$ cat config.mk
export PLATFORM = sky130hd
export DESIGN_NAME = sorted_top_k_score_table_flat
export DESIGN_NICKNAME = d
export VERILOG_FILES = /design/src/design/stk_pkg.sv /design/src/design/stk_in_if.sv /design/src/design/stk_out_if.sv /design/src/design/stk_ctrl.sv /design/src/design/stk_dp.sv /design/src/design/sorted_top_k_score_table.sv /design/src/flat_wrapper.sv
export SDC_FILE = /design/constraint.sdc
export NUM_CORES = 2
export LEC_CHECK = 0
export ABC_AREA = 1
export BUFFER_PORTS_ARGS = -buffer_cell sky130_fd_sc_hd__buf_4
export CORE_MARGIN = 2
export CORE_UTILIZATION = 40
export DETAILED_ROUTE_END_ITERATION = 10
export PLACE_DENSITY = 0.64
export REMOVE_ABC_BUFFERS = 1
export SYNTH_ARGS = -nofsm -noshare
export SYNTH_HDL_FRONTEND = slang
export SYNTH_SLANG_ARGS = --single-unit
$ cat constraint.sdc
create_clock -name clk -period 4.5 [get_ports clk]
set_input_delay 0.45 -clock clk [delete_from_list [all_inputs] [get_ports clk]]
set_output_delay 0.45 -clock clk [all_outputs]
set_load 0.03 [all_outputs]
$ cat src/design/stk_pkg.sv
// ----------------------------------------------------------------------------
// stk_pkg
// Shared widths, request codes and control structs of the sorted score table.
// ----------------------------------------------------------------------------
package stk_pkg;

  localparam int REQ_W   = 2;
  localparam int SLOT_W  = 5;
  localparam int TAG_W   = 16;
  localparam int SCORE_W = 32;
  localparam int RANK_W  = 5;

  localparam logic [REQ_W-1:0] REQ_LOAD   = 2'd0;
  localparam logic [REQ_W-1:0] REQ_SUBMIT = 2'd1;
  localparam logic [REQ_W-1:0] REQ_READ   = 2'd2;

  // configuration register addresses
  localparam logic [1:0] CFG_ADDR_ORDER_MODE = 2'd0;

  // read address select
  localparam logic [1:0] RD_SLOT  = 2'd0;
  localparam logic [1:0] RD_LAST  = 2'd1;
  localparam logic [1:0] RD_PREV  = 2'd2;
  localparam logic [1:0] RD_PREV2 = 2'd3;

  typedef struct packed {
    logic       latch_in;
    logic       wr_load;
    logic       rd_en;
    logic [1:0] rd_sel;
    logic       shift;
    logic       put;
    logic       res_read;
    logic       out_load;
  } stk_cmd_t;

  typedef struct packed {
    logic [REQ_W-1:0] req;
    logic             slot_ok;
    logic             beats;
    logic             pos_zero;
    logic             pos_one;
    logic             out_free;
  } stk_sts_t;

endpackage

$ cat src/design/stk_in_if.sv
// ----------------------------------------------------------------------------
// stk_in_if
// Request channel: valid/ready handshake with one request word.
// ----------------------------------------------------------------------------
interface stk_in_if import stk_pkg::*; ();

  logic               valid;
  logic               ready;
  logic [REQ_W-1:0]   req_type;
  logic [SLOT_W-1:0]  slot_index;
  logic [TAG_W-1:0]   player_tag;
  logic [SCORE_W-1:0] score_value;

  modport source (output valid, output req_type, output slot_index,
                  output player_tag, output score_value, input ready);
  modport sink   (input valid, input req_type, input slot_index,
                  input player_tag, input score_value, output ready);

endinterface

$ cat src/design/stk_out_if.sv
// ----------------------------------------------------------------------------
// stk_out_if
// Result channel: valid/ready handshake with one result word.
// ----------------------------------------------------------------------------
interface stk_out_if import stk_pkg::*; ();

  logic               valid;
  logic               ready;
  logic               qualified;
  logic [RANK_W-1:0]  rank;
  logic [TAG_W-1:0]   entry_tag;
  logic [SCORE_W-1:0] entry_score;

  modport source (output valid, output qualified, output rank,
                  output entry_tag, output entry_score, input ready);
  modport sink   (input valid, input qualified, input rank,
                  input entry_tag, input entry_score, output ready);

endinterface

$ cat src/design/stk_ctrl.sv
// ----------------------------------------------------------------------------
// stk_ctrl
// Sequencer for load, read and sorted insertion; drives the datapath.
// ----------------------------------------------------------------------------
module stk_ctrl import stk_pkg::*; (
  input  logic     clk,
  input  logic     rst_n,
  input  logic     in_valid,
  output logic     in_ready,
  input  stk_sts_t sts,
  output stk_cmd_t cmd
);

  localparam logic [2:0] S_IDLE   = 3'd0;
  localparam logic [2:0] S_DISP   = 3'd1;
  localparam logic [2:0] S_RDWAIT = 3'd2;
  localparam logic [2:0] S_LAST   = 3'd3;
  localparam logic [2:0] S_WALK   = 3'd4;
  localparam logic [2:0] S_PUT    = 3'd5;
  localparam logic [2:0] S_DONE   = 3'd6;

  logic [2:0] state_r;
  logic [2:0] state_nxt;

  assign in_ready = (state_r == S_IDLE);

  always_comb begin
    state_nxt = state_r;
    cmd       = '0;
    unique case (state_r)
      S_IDLE: begin
        if (in_valid) begin
          cmd.latch_in = 1'b1;
          state_nxt    = S_DISP;
        end
      end
      S_DISP: begin
        unique case (sts.req)
          REQ_LOAD: begin
            cmd.wr_load = sts.slot_ok;
            state_nxt   = S_DONE;
          end
          REQ_SUBMIT: begin
            cmd.rd_en  = 1'b1;
            cmd.rd_sel = RD_LAST;
            state_nxt  = S_LAST;
          end
          REQ_READ: begin
            if (sts.slot_ok) begin
              cmd.rd_en  = 1'b1;
              cmd.rd_sel = RD_SLOT;
              state_nxt  = S_RDWAIT;
            end else begin
              state_nxt = S_DONE;
            end
          end
          default: state_nxt = S_DONE;
        endcase
      end
      S_RDWAIT: begin
        cmd.res_read = 1'b1;
        state_nxt    = S_DONE;
      end
      S_LAST: begin
        // last entry must be strictly beaten to qualify
        if (!sts.beats) begin
          state_nxt = S_DONE;
        end else if (sts.pos_zero) begin
          state_nxt = S_PUT;
        end else begin
          cmd.rd_en  = 1'b1;
          cmd.rd_sel = RD_PREV;
          state_nxt  = S_WALK;
        end
      end
      S_WALK: begin
        if (sts.beats) begin
          // move the neighbour down one slot and keep climbing
          cmd.shift = 1'b1;
          if (sts.pos_one) begin
            state_nxt = S_PUT;
          end else begin
            cmd.rd_en  = 1'b1;
            cmd.rd_sel = RD_PREV2;
          end
        end else begin
          state_nxt = S_PUT;
        end
      end
      S_PUT: begin
        cmd.put   = 1'b1;
        state_nxt = S_DONE;
      end
      S_DONE: begin
        if (sts.out_free) begin
          cmd.out_load = 1'b1;
          state_nxt    = S_IDLE;
        end
      end
      default: state_nxt = S_IDLE;
    endcase
  end

  always_ff @(posedge clk) begin
    if (!rst_n) begin
      state_r <= S_IDLE;
    end else begin
      state_r <= state_nxt;
    end
  end

endmodule

$ cat src/design/stk_dp.sv
// ----------------------------------------------------------------------------
// stk_dp
// Table memory, request registers, comparator and output register.
// ----------------------------------------------------------------------------
module stk_dp import stk_pkg::*; #(
  parameter int LIST_SIZE = 20
) (
  input  logic               clk,
  input  logic               rst_n,
  input  logic               order_mode,
  input  logic [REQ_W-1:0]   in_req_type,
  input  logic [SLOT_W-1:0]  in_slot_index,
  input  logic [TAG_W-1:0]   in_player_tag,
  input  logic [SCORE_W-1:0] in_score_value,
  input  stk_cmd_t           cmd,
  output stk_sts_t           sts,
  output logic               out_valid,
  input  logic               out_ready,
  output logic               out_qualified,
  output logic [RANK_W-1:0]  out_rank,
  output logic [TAG_W-1:0]   out_entry_tag,
  output logic [SCORE_W-1:0] out_entry_score
);

  localparam int IDX_W = (LIST_SIZE > 1) ? $clog2(LIST_SIZE) : 1;
  localparam logic [IDX_W-1:0] LAST_IDX = IDX_W'(LIST_SIZE - 1);

  logic [TAG_W-1:0]   tag_mem   [LIST_SIZE];
  logic [SCORE_W-1:0] score_mem [LIST_SIZE];
  logic [LIST_SIZE-1:0] valid_r;

  logic [REQ_W-1:0]   req_r;
  logic [SLOT_W-1:0]  slot_r;
  logic [TAG_W-1:0]   tag_r;
  logic [SCORE_W-1:0] score_r;
  logic [IDX_W-1:0]   pos_r;

  logic [TAG_W-1:0]   rd_tag_r;
  logic [SCORE_W-1:0] rd_score_r;

  logic               res_qual_r;
  logic [RANK_W-1:0]  res_rank_r;
  logic [TAG_W-1:0]   res_tag_r;
  logic [SCORE_W-1:0] res_score_r;

  logic               out_valid_r;
  logic               out_qual_r;
  logic [RANK_W-1:0]  out_rank_r;
  logic [TAG_W-1:0]   out_tag_r;
  logic [SCORE_W-1:0] out_score_r;

  logic [IDX_W-1:0]   slot_idx;
  logic [IDX_W-1:0]   rd_addr;
  logic               wr_en;
  logic [IDX_W-1:0]   wr_addr;
  logic [TAG_W-1:0]   wr_tag;
  logic [SCORE_W-1:0] wr_score;

  assign slot_idx = IDX_W'(slot_r);

  always_comb begin
    unique case (cmd.rd_sel)
      RD_SLOT:  rd_addr = slot_idx;
      RD_LAST:  rd_addr = LAST_IDX;
      RD_PREV:  rd_addr = pos_r - IDX_W'(1);
      RD_PREV2: rd_addr = pos_r - IDX_W'(2);
      default:  rd_addr = slot_idx;
    endcase
  end

  assign wr_en    = cmd.wr_load | cmd.shift | cmd.put;
  assign wr_addr  = cmd.wr_load ? slot_idx : pos_r;
  assign wr_tag   = cmd.shift ? rd_tag_r : tag_r;
  assign wr_score = cmd.shift ? rd_score_r : score_r;

  always_ff @(posedge clk) begin
    if (wr_en) begin
      tag_mem[wr_addr]   <= wr_tag;
      score_mem[wr_addr] <= wr_score;
    end
  end

  // entries never written read as zero
  always_ff @(posedge clk) begin
    if (!rst_n) begin
      valid_r <= '0;
    end else if (wr_en) begin
      valid_r[wr_addr] <= 1'b1;
    end
  end

  always_ff @(posedge clk) begin
    if (cmd.rd_en) begin
      rd_tag_r   <= valid_r[rd_addr] ? tag_mem[rd_addr] : '0;
      rd_score_r <= valid_r[rd_addr] ? score_mem[rd_addr] : '0;
    end
  end

  always_ff @(posedge clk) begin
    if (cmd.latch_in) begin
      req_r   <= in_req_type;
      slot_r  <= in_slot_index;
      tag_r   <= in_player_tag;
      score_r <= in_score_value;
    end
  end

  always_ff @(posedge clk) begin
    if (cmd.latch_in) begin
      pos_r <= LAST_IDX;
    end else if (cmd.shift) begin
      pos_r <= pos_r - IDX_W'(1);
    end
  end

  always_ff @(posedge clk) begin
    if (cmd.latch_in) begin
      res_qual_r  <= 1'b0;
      res_rank_r  <= '0;
      res_tag_r   <= '0;
      res_score_r <= '0;
    end else begin
      if (cmd.res_read) begin
        res_tag_r   <= rd_tag_r;
        res_score_r <= rd_score_r;
      end
      if (cmd.put) begin
        res_qual_r <= 1'b1;
        res_rank_r <= RANK_W'({1'b0, pos_r} + (IDX_W + 1)'(1));
      end
    end
  end

  always_ff @(posedge clk) begin
    if (!rst_n) begin
      out_valid_r <= 1'b0;
    end else if (cmd.out_load) begin
      out_valid_r <= 1'b1;
    end else if (out_ready) begin
      out_valid_r <= 1'b0;
    end
  end

  always_ff @(posedge clk) begin
    if (cmd.out_load) begin
      out_qual_r  <= res_qual_r;
      out_rank_r  <= res_rank_r;
      out_tag_r   <= res_tag_r;
      out_score_r <= res_score_r;
    end
  end

  assign sts.req      = req_r;
  assign sts.slot_ok  = (32'(slot_r) < LIST_SIZE);
  assign sts.beats    = order_mode ? (score_r < rd_score_r) : (score_r > rd_score_r);
  assign sts.pos_zero = (pos_r == '0);
  assign sts.pos_one  = (pos_r == IDX_W'(1));
  assign sts.out_free = !out_valid_r || out_ready;

  assign out_valid       = out_valid_r;
  assign out_qualified   = out_qual_r;
  assign out_rank        = out_rank_r;
  assign out_entry_tag   = out_tag_r;
  assign out_entry_score = out_score_r;

endmodule

$ cat src/design/sorted_top_k_score_table.sv
// ----------------------------------------------------------------------------
// sorted_top_k_score_table
// Sorted table of the best LIST_SIZE (score, tag) pairs with insertion.
// ----------------------------------------------------------------------------
// Requests arrive on in_ch (valid/ready); every request gives one result word
// on out_ch. A load writes an entry by index, a read returns one, a submit
// inserts the pair if it strictly beats the last entry and reports its rank.
// order_mode, written over the APB port at address 0, picks highest-first (0)
// or lowest-first (1); write it only while no request is in flight.
// One request is handled at a time. A qualifying submit walks up the table,
// one neighbour per cycle, moving each entry it beats down one slot. in_ch
// is ready again the cycle after the result is loaded into the output
// register. Reset clears the table (all entries read as zero), order_mode
// and the output register. If out_ch stalls, the finished result is held
// and the next result waits until the output register is free.
// ----------------------------------------------------------------------------
module sorted_top_k_score_table import stk_pkg::*; #(
  parameter int LIST_SIZE = 20
) (
  input  logic        clk,
  input  logic        rst_n,
  stk_in_if.sink      in_ch,
  stk_out_if.source   out_ch,
  input  logic        cfg_psel,
  input  logic        cfg_penable,
  input  logic        cfg_pwrite,
  input  logic [1:0]  cfg_paddr,
  input  logic [31:0] cfg_pwdata,
  output logic [31:0] cfg_prdata,
  output logic        cfg_pready
);

  logic     order_mode_r;
  logic     cfg_wr;
  stk_cmd_t cmd;
  stk_sts_t sts;

  assign cfg_pready = 1'b1;
  assign cfg_wr     = cfg_psel && cfg_penable && cfg_pwrite;
  assign cfg_prdata = {31'd0, order_mode_r};

  always_ff @(posedge clk) begin
    if (!rst_n) begin
      order_mode_r <= 1'b0;
    end else if (cfg_wr && (cfg_paddr == CFG_ADDR_ORDER_MODE)) begin
      order_mode_r <= cfg_pwdata[0];
    end
  end

  stk_ctrl u_ctrl (
    .clk      (clk),
    .rst_n    (rst_n),
    .in_valid (in_ch.valid),
    .in_ready (in_ch.ready),
    .sts      (sts),
    .cmd      (cmd)
  );

  stk_dp #(
    .LIST_SIZE (LIST_SIZE)
  ) u_dp (
    .clk             (clk),
    .rst_n           (rst_n),
    .order_mode      (order_mode_r),
    .in_req_type     (in_ch.req_type),
    .in_slot_index   (in_ch.slot_index),
    .in_player_tag   (in_ch.player_tag),
    .in_score_value  (in_ch.score_value),
    .cmd             (cmd),
    .sts             (sts),
    .out_valid       (out_ch.valid),
    .out_ready       (out_ch.ready),
    .out_qualified   (out_ch.qualified),
    .out_rank        (out_ch.rank),
    .out_entry_tag   (out_ch.entry_tag),
    .out_entry_score (out_ch.entry_score)
  );

endmodule

$ cat src/flat_wrapper.sv
// flat-port wrapper written by rule: the top's interface ports become plain ports
module sorted_top_k_score_table_flat import stk_pkg::*;
#(
  parameter int LIST_SIZE = 20
)
  (clk, rst_n, cfg_psel, cfg_penable, cfg_pwrite, cfg_paddr, cfg_pwdata, cfg_prdata, cfg_pready, in_ch_valid, in_ch_req_type, in_ch_slot_index, in_ch_player_tag, in_ch_score_value, in_ch_ready, out_ch_valid, out_ch_qualified, out_ch_rank, out_ch_entry_tag, out_ch_entry_score, out_ch_ready);
  stk_in_if in_ch_i ();
  stk_out_if out_ch_i ();
  input  logic clk;
  input  logic rst_n;
  input  logic cfg_psel;
  input  logic cfg_penable;
  input  logic cfg_pwrite;
  input  logic [1:0] cfg_paddr;
  input  logic [31:0] cfg_pwdata;
  output logic [31:0] cfg_prdata;
  output logic cfg_pready;
  input wire logic [$bits(in_ch_i.valid)-1:0] in_ch_valid;
  input wire logic [$bits(in_ch_i.req_type)-1:0] in_ch_req_type;
  input wire logic [$bits(in_ch_i.slot_index)-1:0] in_ch_slot_index;
  input wire logic [$bits(in_ch_i.player_tag)-1:0] in_ch_player_tag;
  input wire logic [$bits(in_ch_i.score_value)-1:0] in_ch_score_value;
  output wire logic [$bits(in_ch_i.ready)-1:0] in_ch_ready;
  output wire logic [$bits(out_ch_i.valid)-1:0] out_ch_valid;
  output wire logic [$bits(out_ch_i.qualified)-1:0] out_ch_qualified;
  output wire logic [$bits(out_ch_i.rank)-1:0] out_ch_rank;
  output wire logic [$bits(out_ch_i.entry_tag)-1:0] out_ch_entry_tag;
  output wire logic [$bits(out_ch_i.entry_score)-1:0] out_ch_entry_score;
  input wire logic [$bits(out_ch_i.ready)-1:0] out_ch_ready;
  assign in_ch_i.valid = in_ch_valid;
  assign in_ch_i.req_type = in_ch_req_type;
  assign in_ch_i.slot_index = in_ch_slot_index;
  assign in_ch_i.player_tag = in_ch_player_tag;
  assign in_ch_i.score_value = in_ch_score_value;
  assign in_ch_ready = in_ch_i.ready;
  assign out_ch_valid = out_ch_i.valid;
  assign out_ch_qualified = out_ch_i.qualified;
  assign out_ch_rank = out_ch_i.rank;
  assign out_ch_entry_tag = out_ch_i.entry_tag;
  assign out_ch_entry_score = out_ch_i.entry_score;
  assign out_ch_i.ready = out_ch_ready;
  sorted_top_k_score_table #(.LIST_SIZE(LIST_SIZE)) u_core (.clk(clk), .rst_n(rst_n), .in_ch(in_ch_i), .out_ch(out_ch_i), .cfg_psel(cfg_psel), .cfg_penable(cfg_penable), .cfg_pwrite(cfg_pwrite), .cfg_paddr(cfg_paddr), .cfg_pwdata(cfg_pwdata), .cfg_prdata(cfg_prdata), .cfg_pready(cfg_pready));
endmodule
==> flow_summary.json <==
{
  "die_width_um": 361,
  "h-tree-depth": 4,
  "arrival_ns": 4.72,
  "numCtsBuffers": 130,
  "clock-sinks": 1201,
  "ys_seq_elements": 1201,
  "drtIter0Drc": 3398,
  "min-delay-path-class": "in -> reg",
  "tightestPinTransition_ns": 1.27,
  "required_ns": 4.98,
  "tns_ns": 0,
  "cp_slowest_stage_delay_ns": 0.40,
  "core-area_um2": 127000,
  "ys_seq_area_frac": 0.689,
  "yosys_warnings": 0,
  "clk_pin_slew_worst_paths_ns": 0.06,
  "dp_hpwl_um": 74600,
  "drive_gt1_frac": 0.132,
  "setup-violations-final": 0,
  "total_leakage_power_nw": 22.6,
  "syn_inst": 4450,
  "final_cell_mix": "1117 x edfxtp_1, 846 x nand2_1, 657 x nand3_1",
  "routabilityCongestion": 0.816,
  "crit_buf_inv": 2,
  "synthToLayoutAreaGrowth_pct": 16.9,
  "crit_top_cell": "nand2_1",
  "max_freq_ghz": 0.236,
  "final_common_cell": "edfxtp_1",
  "fillers": 11206,
  "status": "finished clean",
  "antenna_found_initial": 1,
  "crit_path_top_delay_cell": "edfxtp_1",
  "die_h_um": 361,
  "setup_slack_ns": 0.266,
  "path_max_fanout": 103,
  "initial_utilization": 0.402,
  "slew_headroom": 0.145,
  "ctsLongestPathBuffers": 3,
  "drt-total-wl_um": 137000,
  "hold_violations": 0,
  "fin_crit_sh": 0.941,
  "vdd.ir_drop.worst_v": 0.000460,
  "final.min_clock_period_ns": 4.23,
  "dpl_worst_slack_ns": 0.264,
  "first_pass_iters": 6,
  "grt_max_degree": 104,
  "cts_root_buf": "clkbuf_16",
  "grt_usage": 0.206,
  "crit_path_end_kind": "flop",
  "grt_overflow": 0,
  "crit_path_cell_trace": "ha_1 > nand2_1 > o21a_1 > nand2_1 > a21oi_1 > nand2_1 > nand2_2 > nand4_4 > nand4_4 > buf_4 > buf_16 > nand3b_1 > nand3_1 > nand2_1 > nand2_1 > nand2_1 > nor2_1 > nand2_1 > nand2_1 > nor2_1",
  "netlist_area_um2": 51100,
  "clk_latency_ns": 0.74,
  "route.detailed.drc": 0,
  "detail_route.vias_per_cell": 5.25,
  "slew_viol_final": 0,
  "grt_pass1_vias": 32496,
  "die_area_um2": 131000,
  "wire_per_inst_um": 21.3,
  "fin_skew_ns": 0.0306,
  "drv_cap": 0,
  "cts_tree": "built",
  "postLayoutCellArea_um2": 59800,
  "io_buffers": 121,
  "cts_setup_buffers": 0,
  "grt_pass1_wl_um": 203000,
  "critPathLaunchType": "flop",
  "syn_area_per_cell_um2": 11.5,
  "vias": 33721,
  "ant_nets": 0,
  "cp_top_family": "simple AND/OR/NAND/NOR gates",
  "p_per_area_nw_per_um2": 653,
  "boundaryPins": 185,
  "layout.nets": 4795,
  "row_count": 131,
  "place_area_um2": 55100,
  "crit_type": "reg -> reg",
  "synth_cell_types": 42,
  "grt_setup_unrepaired": "false"
}
-- through the flow --
step	utilization	power (mW)	std cells	hold WS, ns
after global routing	0.470	41.0	6419	0.0293
after CTS	0.470	39.1	6418	0.00428
after global placement	0.433	28.6	6129	0.411
final	0.470	39.1	6420	0.0162
after floorplan	-	23.3	4178	0.403
after detailed placement	0.433	28.9	6129	0.410
-- cell usage after synthesis (all sizes together) --
library cell  count  area (um2)
or2              97         607
dfxtp            84        1680
xor2              6        52.6
clkbuf           81         304
edfxtp         1117       33500
o21ai           135         679
a311oi            1        8.76
and3              1        6.26
ha               42         526
nand3           660        3310
nor2            300        1200
buf             221        1330
conb              2        7.51
nand3b          243        1820
o21bai            1        7.51
a21oi            74         370
clkinv            2        7.51
o21a              1        7.51
nand2           851        3200
nand4             6        73.8
o211ai           99         743
nor3              9        50.1
xnor2             1        8.76
a211oi            2        15.0
a21o              1        7.51
inv             413        1550
-- cell type report --
| cell class | count | area (um2) | share of cell area |
|---|---|---|---|
| flip-flops and latches | 1201 | 35200 | 0.589 |
| multi-input cells | 2562 | 13100 | 0.219 |
| repair buffers | 347 | 3780 | 0.0633 |
| clock buffers | 176 | 3640 | 0.0608 |
| well taps | 1662 | 2080 | 0.0348 |
| inverters | 415 | 1560 | 0.0261 |
| clock inverters | 56 | 420 | 0.00703 |
| diodes | 1 | 2.50 | 0.0000419 |
-- layer usage --
metal / wire length, um / global-route usage / vias to the layer above
li1: - / - / 15710
met1: 57800 / 0.275 / 16479
met2: 64500 / 0.340 / 1256
met3: 9850 / 0.0313 / 276
met4: 4780 / 0.0798 / 0
met5: 0 / 0 / -
-- kinds of logic after synthesis --
| family | Yosys count | synth area share |
|---|---|---|
| AND/OR/NAND/NOR | 2167 | 0.201 |
| flip-flops | 1201 | 0.689 |
| buffers and inverters | 717 | 0.0624 |
| adder cells (fa/ha/maj) | 42 | 0.0103 |
| XOR/XNOR | 7 | 0.00120 |
| AO/OA/AOI/OAI | 314 | 0.0360 |
| other | 2 | 0.000147 |
-- registers in the layout, summed over array words and instances (netlist names), 2 cells and up --
signal / cells
u_core.u_dp.res_tag_r: 16
u_core.u_dp.req_r: 2
u_core.u_dp.rd_score_r: 32
u_core.u_dp.slot_idx: 5
u_core.u_dp.out_entry_tag: 16
u_core.u_dp.res_rank_r: 5
u_core.u_dp.res_score_r: 32
u_core.u_dp.tag_mem: 320
u_core.u_dp.valid_r: 20
u_core.u_dp.out_entry_score: 32
u_core.u_ctrl.state_r: 3
u_core.u_dp.score_r: 32
u_core.u_dp.rd_tag_r: 16
u_core.u_dp.tag_r: 16
u_core.u_dp.pos_r: 5
u_core.u_dp.score_mem: 640
u_core.u_dp.out_rank: 5
-- path summary, 6_finish.rpt --
kind / startpoint / end / slack [ns] / depth (start not counted)
worst max register to register: u_core.u_dp.score_r[31] / u_core.u_dp.rd_score_r[9] / 0.27 / 20
worst min-delay path: rst_n / u_core.u_ctrl.state_r[2] / 0.02 / 3
worst min register to register: u_core.u_dp.res_score_r[7] / u_core.u_dp.out_entry_score[7] / 0.42 / 0
worst max-delay path: u_core.u_dp.score_r[31] / u_core.u_dp.rd_score_r[9] / 0.27 / 20
-- worst reg2reg max path, stage by stage (launching register included) --
cell and delay, ns:
edfxtp_1 0.40, ha_1 0.33, nand2_1 0.32, o21a_1 0.29
nand2_1 0.12, a21oi_1 0.20, nand2_1 0.10, nand2_2 0.24
nand4_4 0.22, nand4_4 0.28, buf_4 0.29, buf_16 0.35
nand3b_1 0.31, nand3_1 0.11, nand2_1 0.05, nand2_1 0.05
nand2_1 0.05, nor2_1 0.11, nand2_1 0.08, nand2_1 0.06
nor2_1 0.04
-- timing repair --
action | in CTS | in global routing
resized for setup | 0 | 3
hold buffers | 57 | 0
setup endpoints to repair | 0 | 1
endpoints found under the hold margin | 56 | 0
-- power breakdown --
group | switching [mW] | internal, mW | leakage, nW
Combinational | 9.69 | 4.47 | 9.85
Sequential | 0.365 | 14.3 | 10.8
Clock | 4.26 | 5.95 | 1.99
Total | 14.3 | 24.7 | 22.6
No activity file was read; power rests on OpenSTA's default activity.
